### config.mk
export PLATFORM = sky130hd
export DESIGN_NAME = clbs_queue
export DESIGN_NICKNAME = d
export VERILOG_FILES = /design/src/rtl/clbs_pkg.sv /design/src/rtl/clbs_queue.sv
export SDC_FILE = /design/constraint.sdc
export NUM_CORES = 1
export LEC_CHECK = 0
export CAP_MARGIN = 40
export CORE_MARGIN = 1
export CORE_UTILIZATION = 40
export CTS_BUF_LIST = sky130_fd_sc_hd__clkbuf_16
export CTS_CLUSTER_SIZE = 14
export DETAILED_ROUTE_END_ITERATION = 10
export DONT_BUFFER_PORTS = 1
export PLACE_DENSITY_LB_ADDON = 0.05
export SKIP_CTS_REPAIR_TIMING = 1
export SYNTH_ARGS = -nofsm -noshare
export SYNTH_HDL_FRONTEND = slang
export SYNTH_SLANG_ARGS = --single-unit
export TNS_END_PERCENT = 100
### constraint.sdc
create_clock -name clk -period 1.7 [get_ports clk]
set_input_delay 0.085 -clock clk [delete_from_list [all_inputs] [get_ports clk]]
set_output_delay 0.085 -clock clk [all_outputs]
set_load 0.1 [all_outputs]
### src/rtl/clbs_pkg.sv
package clbs_pkg;

  localparam int DEF_NUM_PARTICLES = 4096;
  localparam int DEF_CELLS_PER_BOX = 1024;
  localparam int DEF_NUM_BOXES     = 2;
  localparam int QUEUE_DEPTH       = 2;

  localparam logic [1:0] CMD_ADD    = 2'd0;
  localparam logic [1:0] CMD_REMOVE = 2'd1;
  localparam logic [1:0] CMD_CLEAR  = 2'd2;

  localparam logic STAT_DONE      = 1'b0;
  localparam logic STAT_NOT_FOUND = 1'b1;

  localparam int OP_W = 3;

  // classified request kinds handed from front to engine
  typedef enum logic [OP_W-1:0] {
    OP_NOP,
    OP_FAIL,
    OP_ADD,
    OP_REMOVE,
    OP_CLEAR
  } op_t;

  typedef enum logic [2:0] {
    S_INIT,
    S_IDLE,
    S_ISSUE,
    S_ADD_WR,
    S_RM_HEAD,
    S_RM_WALK,
    S_SWEEP,
    S_DONE
  } state_t;

  // head store address width
  function automatic int slot_width(int cpb, int nb);
    return $clog2(cpb * nb);
  endfunction

  // particle index plus end marker
  function automatic int val_width(int np);
    return $clog2(np + 1);
  endfunction

  function automatic int req_width(int np, int cpb, int nb);
    return OP_W + slot_width(cpb, nb) + val_width(np);
  endfunction

endpackage

### src/rtl/clbs_queue.sv
module clbs_queue #(
  parameter int W     = 8,
  parameter int DEPTH = clbs_pkg::QUEUE_DEPTH
) (
  input  logic         clk,
  input  logic         rst_n,
  input  logic         push,
  input  logic [W-1:0] din,
  input  logic         pop,
  output logic [W-1:0] dout,
  output logic         valid,
  output logic         full
);
  import clbs_pkg::*;

  localparam int AW = (DEPTH > 1) ? $clog2(DEPTH) : 1;
  localparam int CW = $clog2(DEPTH + 1);

  logic [W-1:0]  entries_r [DEPTH];
  logic [AW-1:0] wr_ptr_r, wr_ptr_nxt;
  logic [AW-1:0] rd_ptr_r, rd_ptr_nxt;
  logic [CW-1:0] count_r, count_nxt;
  logic          do_push, do_pop;

  assign valid   = (count_r != '0);
  assign full    = (count_r == CW'(DEPTH));
  assign dout    = entries_r[rd_ptr_r];
  assign do_push = push && !full;
  assign do_pop  = pop && valid;

  always_comb begin
    wr_ptr_nxt = wr_ptr_r;
    rd_ptr_nxt = rd_ptr_r;
    count_nxt  = count_r;
    if (do_push) begin
      wr_ptr_nxt = (wr_ptr_r == AW'(DEPTH - 1)) ? '0 : wr_ptr_r + AW'(1);
    end
    if (do_pop) begin
      rd_ptr_nxt = (rd_ptr_r == AW'(DEPTH - 1)) ? '0 : rd_ptr_r + AW'(1);
    end
    if (do_push && !do_pop) begin
      count_nxt = count_r + CW'(1);
    end else if (do_pop && !do_push) begin
      count_nxt = count_r - CW'(1);
    end
  end

  always_ff @(posedge clk) begin
    if (!rst_n) begin
      wr_ptr_r <= '0;
      rd_ptr_r <= '0;
      count_r  <= '0;
    end else begin
      wr_ptr_r <= wr_ptr_nxt;
      rd_ptr_r <= rd_ptr_nxt;
      count_r  <= count_nxt;
    end
  end

  always_ff @(posedge clk) begin
    if (do_push) begin
      entries_r[wr_ptr_r] <= din;
    end
  end

endmodule

# After elaboration in Yosys (flattened, before gate mapping)
# Memory sizes are Yosys's and may differ from the RTL's. A register that Yosys moved wholly into a read port is not among the register bits.
# Cells that the tools add are included.
# classes
n_eq_ne	1
add_sub_neg	4
muxes	8
n_reduce_logical	9
# op_table
op	n
$mux 1	6
$logic_and 1x1->1	4
$mux 2	2
$reduce_bool 2->1	2
$logic_not 1->1	3
$add 1x1->1 const B	2
$add 2x1->2 const B	1
$eq 2x2->1 const B	1
$sub 2x1->2 const B	1
# totals
word_cells	26
mem_count	1
ramBits	16
in_bits	12
regBits	4
# memory_table
name	depth	word_bits	rd	rd_ports_with_merged_regs	wr	line	rtl
entries_r	2	8	1	1	1	clbs_queue.sv:19	logic [W-1:0] entries_r [DEPTH];

# Depth between registers and ports, before layout
# Gate-level depths: netlist of the first run.
# logic_depth
depth_word	7
depth_mapped	7
mapped_depth_nobuf	7

# Worst setup path before layout of the first run
# OpenSTA, ideal clock, no wires.
# synth_timing
kind	register to register
from	reg count_r[0]
to	reg count_r[1]
setup_time_ns	0.070
period_less_slack_ns	2.092
arrival_ns	2.022
setup_slack_ns	-0.392
path_stages_with_launch	7
path_buffers	0
required_ns	1.630
cell_sequence	dfxtp_1 -> nand2b_1 -> inv_1 -> nor2_1 -> ha_1 -> or3_1 -> a21oi_1
# synth_via
elab_chain_cells	6
# synth_lines
element	line	rtl
start: declaration	clbs_queue.sv:22	logic [CW-1:0] count_r, count_nxt;
start signal: assignment	clbs_queue.sv:56	count_r <= count_nxt;
$eq 2x2->1 *	clbs_queue.sv:26	assign full = (count_r == CW'(DEPTH));
net full	clbs_queue.sv:12	output logic full
$logic_not 1->1 *	clbs_queue.sv:28	assign do_push = push && !full;
$logic_and 1x1->1 *	clbs_queue.sv:28	
$logic_not 1->1	clbs_queue.sv:43	end else if (do_pop && !do_push) begin
$logic_and 1x1->1	clbs_queue.sv:43	
$reduce_bool 2->1 (no source line)	--	
# Mark *: on every way through the listed nets, which the timed path passes. The rest lies on a longest branch. The select of a mux whose other input is x is not followed.
# A chain may end at the register's enable or synchronous reset.

# Worst setup path after layout of the first run
# layout_timing
from	reg count_r[1]
to	reg count_r[1]
# layout_via
elab_chain_cells	6
# layout_lines
element	line
$eq 2x2->1	clbs_queue.sv:26
$logic_not 1->1	clbs_queue.sv:28
$logic_and 1x1->1	clbs_queue.sv:28
$logic_not 1->1	clbs_queue.sv:43
$logic_and 1x1->1	clbs_queue.sv:43
$reduce_bool 2->1 (no source line)	--
# Parallel ways exist; a longest one is shown, timed or not. The select of a mux whose other input is x is not followed.

==> reports/qor.txt, run 1 <==
run status: finished clean
Setup crit start: count_r[1]
Req. time, crit path: 1870 ps
fin crit share: 94.7%
Worst Path Max Fanout: 5
all-layer global routing usage: 12.7%
max-slew violations: 0
clock buffer depth: 2
global-route wire length before repair: 1.78 mm
worst min-delay path class: primary input to flip-flop
top layer in use: met3
Post-route DRC: 0
Final #Nets: 81
largest net degree at the start of global routing: 12
hold depth: 2
Die X: 46.9 µm
design area: 0.00104 mm²
Non-Filler Instances: 92
Routed Antenna Nets: 0
leading area contributor after synthesis: edfxtp_1
row cnt: 15
post-synth net total: 64
M1 wire length: 448 µm
Diodes inserted: 0
delay of the slowest critical-path stage: 430 ps
clock tree from TritonCTS: done
register area share after synthesis: 72.0%
r2r worst-path depth: 7
met2 routed WL: 771 µm
share of cells above drive strength 1: 29.9%
die height: 46.9 µm
Syn Std Cell Area: 806 µm²
first drt pass iteration count: 3
clock sink total: 21
synth top area cells: edfxtp_1 60%, dfxtp_1 12%, mux2_2 11%, xor2_1 3.3%, nor2_1 1.9%
placed cell count: 79
Worst R2R End: count_r[1]
Hold Crit Start: rst_n
relative slew slack: 65.5%
DR vias/cell: 4.93
Starting Density: 44.7%
register-to-register setup slack: 90 ps
violation count after the first detailed-route iteration: 3
CP max stage cell: dfxtp_1
total of max-cap violations: 0
Routed WL per cell: 14.0 µm
I/O Buffers: 0
GP Congestion: 0.605
Area after DPL: 875 µm²
clk_skew: 0.847 ps
Core Region: 0.00180 mm²
fmax: 0.621 GHz
data arrival time of the worst path: 1780 ps
htree depth: 1
Least-Margin Pin Slew: 520 ps
Fin. Hold Viols: 0
Unique masters post-synth: 17
Synth top area share: 59.6%
CTS Root Cell: clkbuf_16
Fillers: 149
Yosys reg bits: 21
CP Class: flip-flop to flip-flop
synthesis-to-layout area growth: 29.5%
sum of negative setup slack: 0 ps
clk_lat worst skew: 240 ps
Final min period: 1610 ps
Gate Count Post-Synth: 51
sequence of cells on the critical path: nand2b_4 > clkinvlp_4 > nor2_1 > ha_1 > xor2_1 > or3_1 > a21oi_1
WL met3: 63 µm
Overflow after GRT: 0
wirelength, routed: 1.28 mm
total CTS buffers: 3
kind of end point of the critical path: flip-flop
io pins: 22
vias in the first global route: 425
average footprint of a synthesized cell: 15.8 µm²
Die Footprint: 0.00220 mm²
setup repair after global routing missed its margin: no
initial antenna violation count: 0
DR vias: 454
yosys warns: 0
reg2reg start: count_r[1]
clock-pin slew on the worst setup and hold paths: 50 ps
final setup violation count: 0
startpoint types: flip-flop
hold-critical path endpoint: rd_ptr_r
flip-flops by register name (all words and copies together), names as in the netlist, named ones only:
| name | cells |
|---|---|
| count_r | 2 |
| wr_ptr_r | 1 |
| entries_r | 16 |
| rd_ptr_r | 1 |
through the flow:
stage / hold slack [ps] / util (%) / setup slack [ps]
5_1_grt: 33.4 / 57.9 / 24.0
6_report: 29.5 / 57.9 / 90.0
3_5_place_dp: 184 / 48.5 / 128
2_1_floorplan: 184 / - / -201
3_3_place_gp: 184 / 48.5 / 259
4_1_cts: -71.0 / 52.9 / 114
Yosys cell counts:
master     n
or2_2      1
and3_1     1
mux2_2     8
o21ai_0    2
nand2b_1   1
a21boi_0   1
buf_2      1
or3_1      1
nor3_2     1
o21a_1     1
xor2_1     3
ha_1       1
a21oi_1    1
edfxtp_1  16
dfxtp_1    5
nor2_1     4
inv_1      3
routing by layer:
metal,vias to the layer above,global-route usage [%]
li1,217,-
met1,226,9.57
met3,0,4.62
met5,-,0
met4,0,9.71
met2,11,24.7
cells in the final DEF (no fill, tap or decap), drive strengths merged, types with 2 or more instances in the layout:
cell type	synthesis	final
clkbuf	0	3
dlygate4sd3	0	9
buf	1	4
mux2	8	8
inv	3	3
o21ai	2	2
dfxtp	5	5
xor2	3	3
nor2	4	4
edfxtp	16	16
cell families (layout without fill, tap and decap cells):
group           Yosys count  in the layout  share of synthesized area (%)
compound gates            5              5                           3.73
xor+xnor                  3              3                           3.26
fa+ha+maj                 1              1                           1.55
buf+inv                   4             20                           2.02
flops                    21             21                           72.1
mux                       8              8                           11.2
simple gates              9              9                           6.21
worst max-delay path: cells and delay by family (launching register included):
| family | cells | cell delay [ps] |
|---|---|---|
| simple gates | 3 | 510 |
| xor+xnor | 1 | 150 |
| compound gates | 1 | 150 |
| flops | 1 | 430 |
| fa+ha+maj | 1 | 210 |
| buf+inv | 1 | 80 |
cell type report:
cell class                 count  area (µm²)  area share [%]
sequential                    21         582            55.8
multi-input combinational     26         216            20.7
timing repair buffer          13         120            11.5
clock buffer                   3        75.1            7.19
tap                           25        31.3            3.00
inverter                       3        15.0            1.44
clock inverter                 1        3.75           0.360
worst max-delay path by stage:
stage	to	slack (ps)	depth (start not counted)
floorplan	count_r[1]	-200	7
global placement	count_r[1]	260	7
detailed placement	count_r[1]	130	5
CTS	count_r[1]	110	5
global route	count_r[1]	20	7
finish	count_r[1]	90	7
Power of run 1 is left out: the tool's default activity adds up to more than one toggle a clock period on the data nets, which glitch-free logic cannot reach.
==> inputs of run 2 (changes only) <==
--- a/config.mk
+++ b/config.mk
@@ -12,7 +12,6 @@
 export CTS_CLUSTER_SIZE = 14
 export DETAILED_ROUTE_END_ITERATION = 10
 export DONT_BUFFER_PORTS = 1
-export PLACE_DENSITY_LB_ADDON = 0.05
 export SKIP_CTS_REPAIR_TIMING = 1
 export SYNTH_ARGS = -nofsm -noshare
 export SYNTH_HDL_FRONTEND = slang
==> reports/qor.txt, run 2 (same netlist as run 1, synthesis figures left out) <==
setup repair after global routing missed its margin: no
clock tree from TritonCTS: done
delay of the slowest critical-path stage: 430 ps (about the same)
largest net degree at the start of global routing: 13 (+1)
startpoint types: flip-flop
data arrival time of the worst path: 1780 ps (about the same)
met2 Use GR: 21.1% (-3.6 points)
Die X: 46.9 µm (unchanged)
vias in the first global route: 433 (+1.9%)
total CTS buffers: 3 (unchanged)
CP max stage cell: dfxtp_1
Worst Path Max Fanout: 5 (unchanged)
GRT met1 Usage: 14.9% (+5.3 points)
Final #Nets: 81 (unchanged)
post-DP HPWL: 932 µm
global-route wire length before repair: 1.88 mm (+5.8%)
most frequent cells in the layout: 16 x edfxtp_1, 9 x dlygate4sd3_1, 8 x mux2_2
run status: finished clean
final setup violation count: 0 (unchanged)
total of max-cap violations: 0 (unchanged)
Post-route DRC: 0 (unchanged)
M3 GR Usage: 5.38% (+0.77 points)
Core Region: 0.00180 mm² (unchanged)
violation count after the first detailed-route iteration: 3 (unchanged)
Req. time, crit path: 1880 ps (about the same)
clock buffer depth: 2 (unchanged)
synthesis-to-layout area growth: 29.7%
htree depth: 1 (unchanged)
DR vias: 459 (+1.1%)
share of cells above drive strength 1: 31.3% (+1.5 points)
Area after DPL: 875 µm² (unchanged)
all-layer global routing usage: 13.1% (+0.42 points)
CTS Root Cell: clkbuf_16
I/O Buffers: 0 (unchanged)
design area: 0.00104 mm² (+0.12%)
worst min-delay path class: primary input to flip-flop
relative slew slack: 65.3% (-0.12 points)
Overflow after GRT: 0 (unchanged)
row cnt: 15 (unchanged)
Die Footprint: 0.00220 mm² (unchanged)
clock sink total: 21 (unchanged)
clk_lat worst skew: 250 ps (about the same)
kind of end point of the critical path: flip-flop
initial antenna violation count: 0 (unchanged)
DR vias/cell: 4.99 (+1.1%)
Starting Density: 44.7% (unchanged)
wirelength, routed: 1.30 mm (+1.1%)
Final min period: 1600 ps (-8.85 ps)
Routed WL per cell: 14.1 µm (+1.1%)
Diodes inserted: 0 (unchanged)
Layout Utilization: 58.0% (+0.069 points)
Fin. Hold Viols: 0 (unchanged)
die height: 46.9 µm (unchanged)
Routed Antenna Nets: 0 (unchanged)
clk_skew: 0.898 ps (+0.0515 ps)
fin crit share: 94.2% (-0.52 points)
io pins: 22 (unchanged)
clock-pin slew on the worst setup and hold paths: 50 ps (about the same)
hold_ws: 22.3 ps (-7.17 ps)
commonest non-fill, non-tap cell in the layout: edfxtp_1
max reg flops: 16 (unchanged)
Most flops, register: entries_r
top flop regs: entries_r: 16 flops, count_r: 2 flops
CP Class: flip-flop to flip-flop
max-slew violations: 0 (unchanged)
sum of negative setup slack: 0 ps (unchanged)
fmax: 0.625 GHz (+0.55%)
GP Congestion: 0.674 (+11%)
grt peak-use layer: met2
sequence of cells on the critical path: nand2b_4 > clkinvlp_4 > nor2_1 > ha_1 > xor2_1 > or3_1 > a21oi_1
Least-Margin Pin Slew: 522 ps (+1.84 ps)
first drt pass iteration count: 4 (+1)
-- run 2: metal layers --
metal / part of all wire [%] / vias up
met5: 0 / -
met4: 0.69 / 0
met3: 6.6 / 2
met2: 54 / 15
met1: 39 / 227
li1: - / 215
-- run 2: area by class of cell --
class / instances / area [µm²]
fillers: 160 / 757
multi-input cells: 26 / 216
well taps: 25 / 31.3
repair buffers: 13 / 120
clock inverters: 1 / 5.00
clock buffers: 3 / 75.1
inverters: 3 / 15.0
flip-flops and latches: 21 / 582
-- run 2: worst paths after layout --
kind | start | cells after the start | slack [ps] | to
setup reg to reg | count_r[1] | 7 | 100 | count_r[1]
setup / recovery | count_r[1] | 7 | 100 | count_r[1]
hold / removal | rst_n | 2 | 20 | flip-flop
hold reg to reg | rd_ptr_r | 2 | 510 | flip-flop
-- run 2: critical path, delay by kind of cell (launching register included) --
kind	cells	cell delay, ps
and+or+nand+nor	3	510
xor gates and xnor gates	1	150
DFF	1	430
AOI/OAI and AO/OA	1	140
buffers and inverters	1	90
adders and majority gates	1	200
-- run 2: per-stage QoR --
step	setup slack [ps]	cells
detailed placement	30.0	79
CTS	28.6	83
finish	98.8	92
global route	31.8	92
global placement	200	79
floorplan	-201	51
Power of run 2 is left out for the same reason.
