File: src/rtl/clbs_pkg.sv
package clbs_pkg;

  localparam int DEF_NUM_PARTICLES = 4096;
  localparam int DEF_CELLS_PER_BOX = 1024;
  localparam int DEF_NUM_BOXES     = 2;
  localparam int QUEUE_DEPTH       = 2;

  localparam logic [1:0] CMD_ADD    = 2'd0;
  localparam logic [1:0] CMD_REMOVE = 2'd1;
  localparam logic [1:0] CMD_CLEAR  = 2'd2;

  localparam logic STAT_DONE      = 1'b0;
  localparam logic STAT_NOT_FOUND = 1'b1;

  localparam int OP_W = 3;

  // classified request kinds handed from front to engine
  typedef enum logic [OP_W-1:0] {
    OP_NOP,
    OP_FAIL,
    OP_ADD,
    OP_REMOVE,
    OP_CLEAR
  } op_t;

  typedef enum logic [2:0] {
    S_INIT,
    S_IDLE,
    S_ISSUE,
    S_ADD_WR,
    S_RM_HEAD,
    S_RM_WALK,
    S_SWEEP,
    S_DONE
  } state_t;

  // head store address width
  function automatic int slot_width(int cpb, int nb);
    return $clog2(cpb * nb);
  endfunction

  // particle index plus end marker
  function automatic int val_width(int np);
    return $clog2(np + 1);
  endfunction

  function automatic int req_width(int np, int cpb, int nb);
    return OP_W + slot_width(cpb, nb) + val_width(np);
  endfunction

endpackage

File: src/rtl/clbs_front.sv
module clbs_front #(
  parameter int NUM_PARTICLES = clbs_pkg::DEF_NUM_PARTICLES,
  parameter int CELLS_PER_BOX = clbs_pkg::DEF_CELLS_PER_BOX,
  parameter int NUM_BOXES     = clbs_pkg::DEF_NUM_BOXES
) (
  input  logic        in_valid,
  output logic        in_stall,
  input  logic [1:0]  in_command,
  input  logic        in_box,
  input  logic [9:0]  in_cell_req,
  input  logic [11:0] in_particle,
  input  logic        init_busy,
  input  logic        q_full,
  output logic        q_push,
  output logic [clbs_pkg::req_width(NUM_PARTICLES, CELLS_PER_BOX, NUM_BOXES)-1:0] q_req
);
  import clbs_pkg::*;

  localparam int HW = slot_width(CELLS_PER_BOX, NUM_BOXES);
  localparam int PW = val_width(NUM_PARTICLES);

  typedef struct packed {
    op_t           op;
    logic [HW-1:0] slot;
    logic [PW-1:0] p;
  } req_t;

  req_t          req;
  logic          box_ok, cell_ok, part_ok;
  logic [HW-1:0] base;

  assign box_ok  = 32'(in_box) < 32'(NUM_BOXES);
  assign cell_ok = 32'(in_cell_req) < 32'(CELLS_PER_BOX);
  assign part_ok = 32'(in_particle) < 32'(NUM_PARTICLES);
  assign base    = in_box ? HW'(CELLS_PER_BOX) : '0;

  always_comb begin
    req.op   = OP_NOP;
    req.slot = base + HW'(in_cell_req);
    req.p    = PW'(in_particle);
    case (in_command)
      CMD_ADD: begin
        req.op = (box_ok && cell_ok && part_ok) ? OP_ADD : OP_NOP;
      end
      CMD_REMOVE: begin
        req.op = (box_ok && cell_ok && part_ok) ? OP_REMOVE : OP_FAIL;
      end
      CMD_CLEAR: begin
        req.op   = box_ok ? OP_CLEAR : OP_NOP;
        req.slot = base;
      end
      default: begin
        req.op = OP_NOP;
      end
    endcase
  end

  assign in_stall = init_busy || q_full;
  assign q_push   = in_valid && !in_stall;
  assign q_req    = req;

endmodule

File: config.mk
export PLATFORM = sky130hd
export DESIGN_NAME = clbs_front
export DESIGN_NICKNAME = d
export VERILOG_FILES = /design/src/rtl/clbs_pkg.sv /design/src/rtl/clbs_front.sv
export SDC_FILE = /design/constraint.sdc
export NUM_CORES = 1
export LEC_CHECK = 0
export BUFFER_PORTS_ARGS = -buffer_cell sky130_fd_sc_hd__buf_2
export CAP_MARGIN = 20
export CORE_AREA = 5 5 42 44
export DETAILED_ROUTE_END_ITERATION = 8
export DIE_AREA = 0 0 47 49
export PLACE_DENSITY = 0.69
export SYNTH_ARGS = -nofsm -noshare
export SYNTH_HDL_FRONTEND = slang
export SYNTH_SLANG_ARGS = --single-unit
File: constraint.sdc
create_clock -name vclk -period 1.1
set_clock_uncertainty 0.2 [all_clocks]
set_input_delay 0.22 -clock vclk [all_inputs]
set_output_delay 0.22 -clock vclk [all_outputs]
set_load 0.02 [all_outputs]
Yosys cells after proc, flatten, opt, wreduce, memory -nomap -nowiden
Index checks and enable logic that the tools add are counted.

Word-level logic and storage cells: 10. Output and inout port bits: 29. Register bits after elaboration: 0. Bits of input ports: 28.

Equality and inequality tests: 2. Add/subtract/negate cells: 1. Reductions and logical operators: 4. Mux-type cells: 3.

Operator list (number): 2-to-1 mux 11 bit (2); adder 11 x 10 -> 11 bit (1); case mux 3 bit (3 select lines) (1); equality test 2 x 1 -> 1 bit, second input constant (1); equality test 2 bit, second input constant (1); logical NOT 2 bit (1); logical AND 1 bit (1); logical NOT 1 bit (1); logical OR 1 bit (1).

Depth between registers and ports, before layout
Gate-level depths: netlist of run 1.

Depth in word-level cells: 3. Depth in mapped cells: 3. Gate-level depth less buffers: 2.

Worst setup path before layout of run 1
OpenSTA, ideal clock, no wires.

Path type: input -> output. From: input q_full. To: output q_push. Data arrival time: 0.880 ns. Stages on the path: 2. Path slack: -0.200 ns. Path buffers: 0. Data required time: 0.680 ns. Cell sequence: or2_2 nor2_1.

Cells in the longest elaborated chain, start to end: 3.

RTL lines: start: declaration (RTL line clbs_front.sv:13) `input logic q_full,`; logical OR 1 bit (RTL line clbs_front.sv:58) `assign in_stall = init_busy || q_full;`; logical NOT 1 bit (RTL line clbs_front.sv:59) `assign q_push = in_valid && !in_stall;`; logical AND 1 bit (RTL line clbs_front.sv:59); end: declaration (RTL line clbs_front.sv:14) `output logic q_push,`.

Every way passes these cells.

Worst setup path in the final report of run 1
From: input init_busy. To: output q_push.

Cells in the longest elaborated chain, start to end: 3.

RTL lines: start: declaration (RTL line clbs_front.sv:12) `input logic init_busy,`; logical OR 1 bit (RTL line clbs_front.sv:58); logical NOT 1 bit (RTL line clbs_front.sv:59); logical AND 1 bit (RTL line clbs_front.sv:59).

Every way passes these cells.

==> flow_results.org, run 1 <==
** Min path
- The min-delay analysis places its worst path in the category input port to primary output.

** Critical path
- The cell family contributing the most delay on the critical path is simple AND/OR/NAND/NOR gates.
- The critical path goes through buf_6, or2_4, nor2_4, buf_6.
- The critical path contains buffers and inverters numbering 2 combined.
- Of all nets on the critical path, the largest fanout is 2.
- Cell with the largest stage delay on the worst path :: sky130_fd_sc_hd__or2_4
- For the worst setup path, the data required time is 0.68 ns.
- Crit. End Element :: primary output
- On the worst path, the slowest cell contributes a delay of 0.25 ns.
- Critical path start-end classification :: input port to primary output
- Data arrives at the worst endpoint at 0.76 ns.
- By instance count, the cell type seen most on the critical path is sky130_fd_sc_hd__buf_6.
- STA classifies the critical path startpoint as an input port.

** Cells and area
- The design has 0 sequential cells.
- Of the cells placed in the final design, the portion with a size suffix greater than 1 is 93.9%.
- In the final design database the tool counted 79 nets.
- Multi-input combinational cell area :: 148 um^2
- Area occupied by registers :: 0 um^2
- After routing the design area is 435 um^2.
- After filler insertion, the fill cell instance count of the layout stands at 158.
- Relative to the synthesized area, the layout overhead comes to 74.0%.
- Number of antenna diodes :: 0
- Counting the clock-network buffers in the layout gives 0.

** Routing
- Final wirelength :: 803 um
- Dividing the detail-routed wire length by the instance count gives 12.4 um.
- The detailed router finished its first iteration with 0 violations.
- Avg Vias per Cell :: 3.92
- In the routed design, unresolved DRC markers number 0.
- Number of detailed-route iterations in the first pass :: 1
- Total via count after detailed routing :: 255
- Once detail routing completed, the nets flagged for antenna violations numbered 0.

** Floorplanning
- Horiz. Die Dim :: 47 um
- Floorplan Core Area :: 1400 um^2
- The die covers 2300 um^2.
- The initial utilization of the core area, before any placement, comes to 17.9%.
- The floorplan step set the die height to 49 um.
- Count of standard-cell rows :: 14
- Pin placement for this block handled 57 I/O pins.

** Placed design
- Port buffering added 30 buffers.
- GPL Wtd Cong :: 0.508
- Estimated wirelength of the detail-placed design :: 560 um
- Post-place instance area :: 314 um^2

** Power and ir drop
- The worst-case IR drop observed on VDD is 0.000114 V.
- Post-layout total power :: 0.218 mW
- Power per Cell Area :: 502 nW/um^2
- The analysis attributes to cell leakage a power of 0.247 nW.

** Synthesis
- Sorting the synthesized cells by how often they occur yields sky130_fd_sc_hd__buf_4, sky130_fd_sc_hd__and2_4, sky130_fd_sc_hd__inv_1.
- Post-synthesis instance area :: 250 um^2
- Yosys printed 0 warnings.
- The number of nets handed over by synthesis was 61.
- Sequential area share after synthesis :: 0%
- Number of library cell types mapped by synthesis :: 10
- sky130_fd_sc_hd__buf_4 is the most common cell in the netlist.
- By area the synthesized netlist is led by sky130_fd_sc_hd__buf_4, sky130_fd_sc_hd__and2_4, sky130_fd_sc_hd__nand2b_4.
- Mean instance size in the synthesized netlist :: 7.58 um^2
- Library cell with the largest summed area after synthesis :: sky130_fd_sc_hd__buf_4
- Syn Inst Count :: 33
- Summed over its instances, the top area cell type makes up 42.0% of the synthesized netlist area.

** Clock network
- Buffer count from post-CTS setup fixing :: 0
- Buffers inserted to repair hold after CTS numbered 0.

** STA
- The count of final max-slew check failures was 0.
- Setup repair after global routing could not meet its margin everywhere.
- Setup violations remaining at the end of the flow were counted as 12.
- The worst path in the final design needs a cycle of 1.18 ns, including I/O delays and setup.
- Count of final hold-check violations :: 0
- Once routing completed, OpenROAD measured the worst setup slack at -0.0759 ns.
- Period Utilization, post-route :: 107%
- WHS :: 0.240 ns
- Timing-limited maximum frequency :: 0.850 GHz

** Outcome
- The checks that failed: setup timing.
- The run finished, with violations left.

** Global routing
- Global-route wire length before repair :: 1.18 mm
- Entering global routing, the biggest net connects 7 pins.
- Total global-route track usage :: 6.67%
- The number of global-route vias before repair is 268.
- Total congestion overflow after global routing :: 0
- Number of antenna violations at the first check in global routing :: 0

** Job
- Across the run, the number of max-cap violations was 0.
kinds of logic (layout without fill, tap and decap cells):
family	count (synthesis)	after routing	synth area share, %
buffers and inverters	18	33	51.0
other	1	1	1.50
AND/OR/NAND/NOR	14	15	47.5
layout make-up:
class,instances,share of cell area [%]
Timing Repair Buffer,30,58.9
Inverter,3,2.59
Tap cell,16,4.60
Multi-Input combinational cell,16,33.9
power breakdown:
group	leakage [nW]	internal, mW	switching (mW)
logic	0.247	0.125	0.0930
clock network	0	0	0
registers	0	0	0
repair_timing:
item                                    4_1_cts  5_1_grt
gates cloned                                  1        0
pin swaps                                    12        0
resized for setup                            32        3
endpoints found under the setup margin       14       14
cell usage in the layout, fill, tap and decap left out:
cell / synthesis / layout
sky130_fd_sc_hd__or2_4: 0 / 1
sky130_fd_sc_hd__buf_4: 14 / 1
sky130_fd_sc_hd__inv_1: 3 / 2
sky130_fd_sc_hd__inv_2: 0 / 1
sky130_fd_sc_hd__nand2b_4: 1 / 2
sky130_fd_sc_hd__buf_2: 0 / 13
sky130_fd_sc_hd__buf_6: 1 / 15
sky130_fd_sc_hd__conb_1: 1 / 1
sky130_fd_sc_hd__and2_4: 9 / 10
sky130_fd_sc_hd__nor2_4: 0 / 1
sky130_fd_sc_hd__buf_8: 0 / 1
sky130_fd_sc_hd__and2b_2: 1 / 1
stage by stage:
step / setup TNS, ns / std cells / utilization (%) / worst slack [ns]
2_1_floorplan: 0 / 33 / - / 0.0146
3_3_place_gp: -1.55 / 64 / 22.4 / -0.166
3_5_place_dp: -1.80 / 64 / 22.4 / -0.185
4_1_cts: -0.814 / 65 / 30.5 / -0.0768
5_1_grt: -1.01 / 65 / 31.1 / -0.105
6_report: -0.739 / 65 / 31.1 / -0.0759
routing by layer:
| layer | up-vias | track usage, % | part of all wire [%] |
|---|---|---|---|
| met5 | - | 0 | 0 |
| met4 | 0 | 0.461 | 0 |
| met3 | 0 | 2.58 | 25 |
| met2 | 30 | 13.8 | 48 |
| met1 | 113 | 5.65 | 27 |
| li1 | 112 | - | - |
final timing paths:
kind | start | to | slack (ns) | cells past startpoint
max | init_busy | q_push | -0.08 | 4
min | in_particle[0] | q_req[0] | 0.24 | 0
(Power assumes the default switching activity.)
==> run 2, diff against run 1 <==
--- a/config.mk
+++ b/config.mk
@@ -7,9 +7,9 @@
 export LEC_CHECK = 0
 export BUFFER_PORTS_ARGS = -buffer_cell sky130_fd_sc_hd__buf_2
 export CAP_MARGIN = 20
-export CORE_AREA = 5 5 42 44
+export CORE_AREA = 3 3 40 42
 export DETAILED_ROUTE_END_ITERATION = 8
-export DIE_AREA = 0 0 47 49
+export DIE_AREA = 0 0 43 45
 export PLACE_DENSITY = 0.69
 export SYNTH_ARGS = -nofsm -noshare
 export SYNTH_HDL_FRONTEND = slang
==> flow_results.org, run 2 (synthesized netlist as in run 1, its figures left out) <==
** Critical path
- Cell with the largest stage delay on the worst path :: sky130_fd_sc_hd__or2_4
- Arr. time, crit path :: 0.75 ns (about the same)
- The critical path required time came to 0.68 ns (about the same).
- Delay of the slowest cell on the worst path :: 0.25 ns (about the same)
- Critical path start-end classification :: input port to primary output
- Most repeated library cell on the critical path :: sky130_fd_sc_hd__buf_6
- The total buffers and inverters traversed by the critical path is 2 (unchanged).
- Traced cell by cell, the critical path runs through buf_6, or2_4, nor2_4, buf_6.
- CP delay by family, top :: simple AND/OR/NAND/NOR gates
- The worst setup path is captured at a primary output.
- Largest fanout of any net on the critical path :: 2 (unchanged)
- Category of the worst setup path launch point :: input port

** Cells and area
- Share of final-layout standard cells stronger than drive strength 1 :: 93.9% (unchanged)
- Non-Filler Instances :: 64 (-1.5%)
- The count of antenna diodes in the layout came to 0 (unchanged).
- Post-route cell area :: 434 um^2 (-0.29%)
- The number of clock buffers in the layout came to 0 (unchanged).
- Area added between synthesis and finish :: 73.5%
- The library cell used most frequently in the layout, excluding fill and tap cells, is sky130_fd_sc_hd__buf_6.
- The sequential cell count is 0 (unchanged).
- Most frequent cells in the layout :: sky130_fd_sc_hd__buf_6, sky130_fd_sc_hd__buf_2, sky130_fd_sc_hd__and2_4
- Fin nets :: 79 (unchanged)
- The final core utilization was 33.8% (+2.7 points).
- Area occupied by registers :: 0 um^2 (unchanged)

** Routing
- Routed signal wires occupy layers up through met4.
- Avg Vias per Cell :: 3.83 (-2.4%)
- Final wirelength :: 726 um (-9.6%)
- The detailed-route via count is 245 (-3.9%).
- Count of nets left with antenna violations after detail routing :: 0 (unchanged)
- The met2 wire length is 327 um (-15%).
- Number of detailed-route iterations in the first pass :: 1 (unchanged)
- Metal-1 WL :: 211 um (-2.3%)
- The met3 layer wire length in the routed design was 181 um (-9.5%).
- The routed wirelength normalized by instance count came to 11.3 um (-8.2%).
- The remaining design rule violation count came to 0 (unchanged).
- The number of violations reported at the end of detailed-routing iteration 0 came to 0 (unchanged).

** Min path
- The tightest min-delay check is of the input port to primary output type.

** STA
- Count of final hold-check violations :: 0 (unchanged)
- Slack of the critical path :: -0.0699 ns (+0.00600 ns)
- The number of failing setup endpoints in the final timing report is 12 (unchanged).
- Period Utilization, post-route :: 106% (-0.55 points)
- Setup repair after global routing missed its margin :: yes
- WHS :: 0.240 ns (unchanged)
- The maximum frequency from static timing analysis is 0.855 GHz (+0.51%).
- Count of pins over their slew limit :: 0 (unchanged)
- Setup_tns :: -0.707 ns (+0.0319 ns)
- Time the worst path needs with I/O delays and setup :: 1.17 ns (-0.00600 ns)

** Power and ir drop
- The leakage component of the power came to 0.247 nW (-0.26%).
- Power per Cell Area :: 499 nW/um^2 (-0.42%)
- Post-layout total power :: 0.217 mW (-0.71%)
- Worst ir drop on vdd :: 0.000121 V (+6.6%)

** Placed design
- The number of cells after detailed placement is 63 (-1.6%).
- The placement-stage cell area is 313 um^2 (-0.40%).
- Estimated wirelength of the detail-placed design :: 516 um (-7.8%)
- The number of buffers inserted by port buffering is 30 (unchanged).
- The worst setup slack after placement was -0.188 ns (-0.00272 ns).
- The global placement routability congestion came to 0.606 (+19%).

** Floorplanning
- The starting density of the core is 19.5% (+1.6 points).
- The overall die height is 45 um (-8.2%).
- Top Ports :: 57 (unchanged)
- Overall die area :: 1940 um^2 (-16%)
- The die width was 43 um (-8.5%).
- The site row count is 13 (-1).
- Floorplan Core Area :: 1280 um^2 (-8.3%)

** Global routing
- The number of global-route vias before repair is 255 (-4.9%).
- Largest net degree at the start of global routing :: 7 (unchanged)
- Total congestion overflow after global routing :: 0 (unchanged)
- The total routing usage reported by global routing came to 6.88% (+0.22 points).
- Global-route wire length before repair :: 1.06 mm (-11%)
- Number of antenna violations at the first check in global routing :: 0 (unchanged)

** Outcome
- The run finished, with violations left.
- The final reports fail on setup timing.

** Job
- The max-cap check violation count was 0 (unchanged).

** Clock network
- The number of setup buffers added after CTS is 0 (unchanged).
- Number of hold buffers added after cts :: 0 (unchanged)
-- run 2: cell types whose count changed in the layout (fill, tap and decap cells not counted) --
cell / delta
sky130_fd_sc_hd__buf_6: +2
sky130_fd_sc_hd__buf_4: -1
sky130_fd_sc_hd__buf_8: -1
-- run 2: layout make-up --
| type | count | area [um^2] |
|---|---|---|
| inverters | 3 | 11.3 |
| multi-input cells | 16 | 148 |
| well taps | 15 | 18.8 |
| fillers | 134 | 851 |
| repair buffers | 30 | 256 |
-- run 2: timing repair --
item / 4_1_cts / 5_1_grt
cloned: 1 / 0
setup endpoints to repair: 14 / 13
hold endpoints to repair: 0 / 0
gates resized for setup: 30 / 4
pin swaps: 12 / 0
-- run 2: power by group --
| group | internal (mW) | leakage [nW] | switching, mW | total [mW] |
|---|---|---|---|---|
| clock network | 0 | 0 | 0 | 0 |
| registers | 0 | 0 | 0 | 0 |
| logic | 0.125 | 0.247 | 0.0918 | 0.217 |
| total | 0.125 | 0.247 | 0.0918 | 0.217 |
-- run 2: worst paths after layout --
path / slack [ns] / startpoint / end / cells past startpoint
worst min-delay path: 0.24 / in_particle[0] / q_req[0] / 0
worst max-delay path: -0.07 / init_busy / q_push / 4
-- run 2: layer usage --
layer | global-route usage, % | up-vias
li1 | - | 114
met4 | 1.20 | 0
met3 | 3.19 | 2
met1 | 7.38 | 100
met2 | 12.6 | 29
met5 | 0 | -
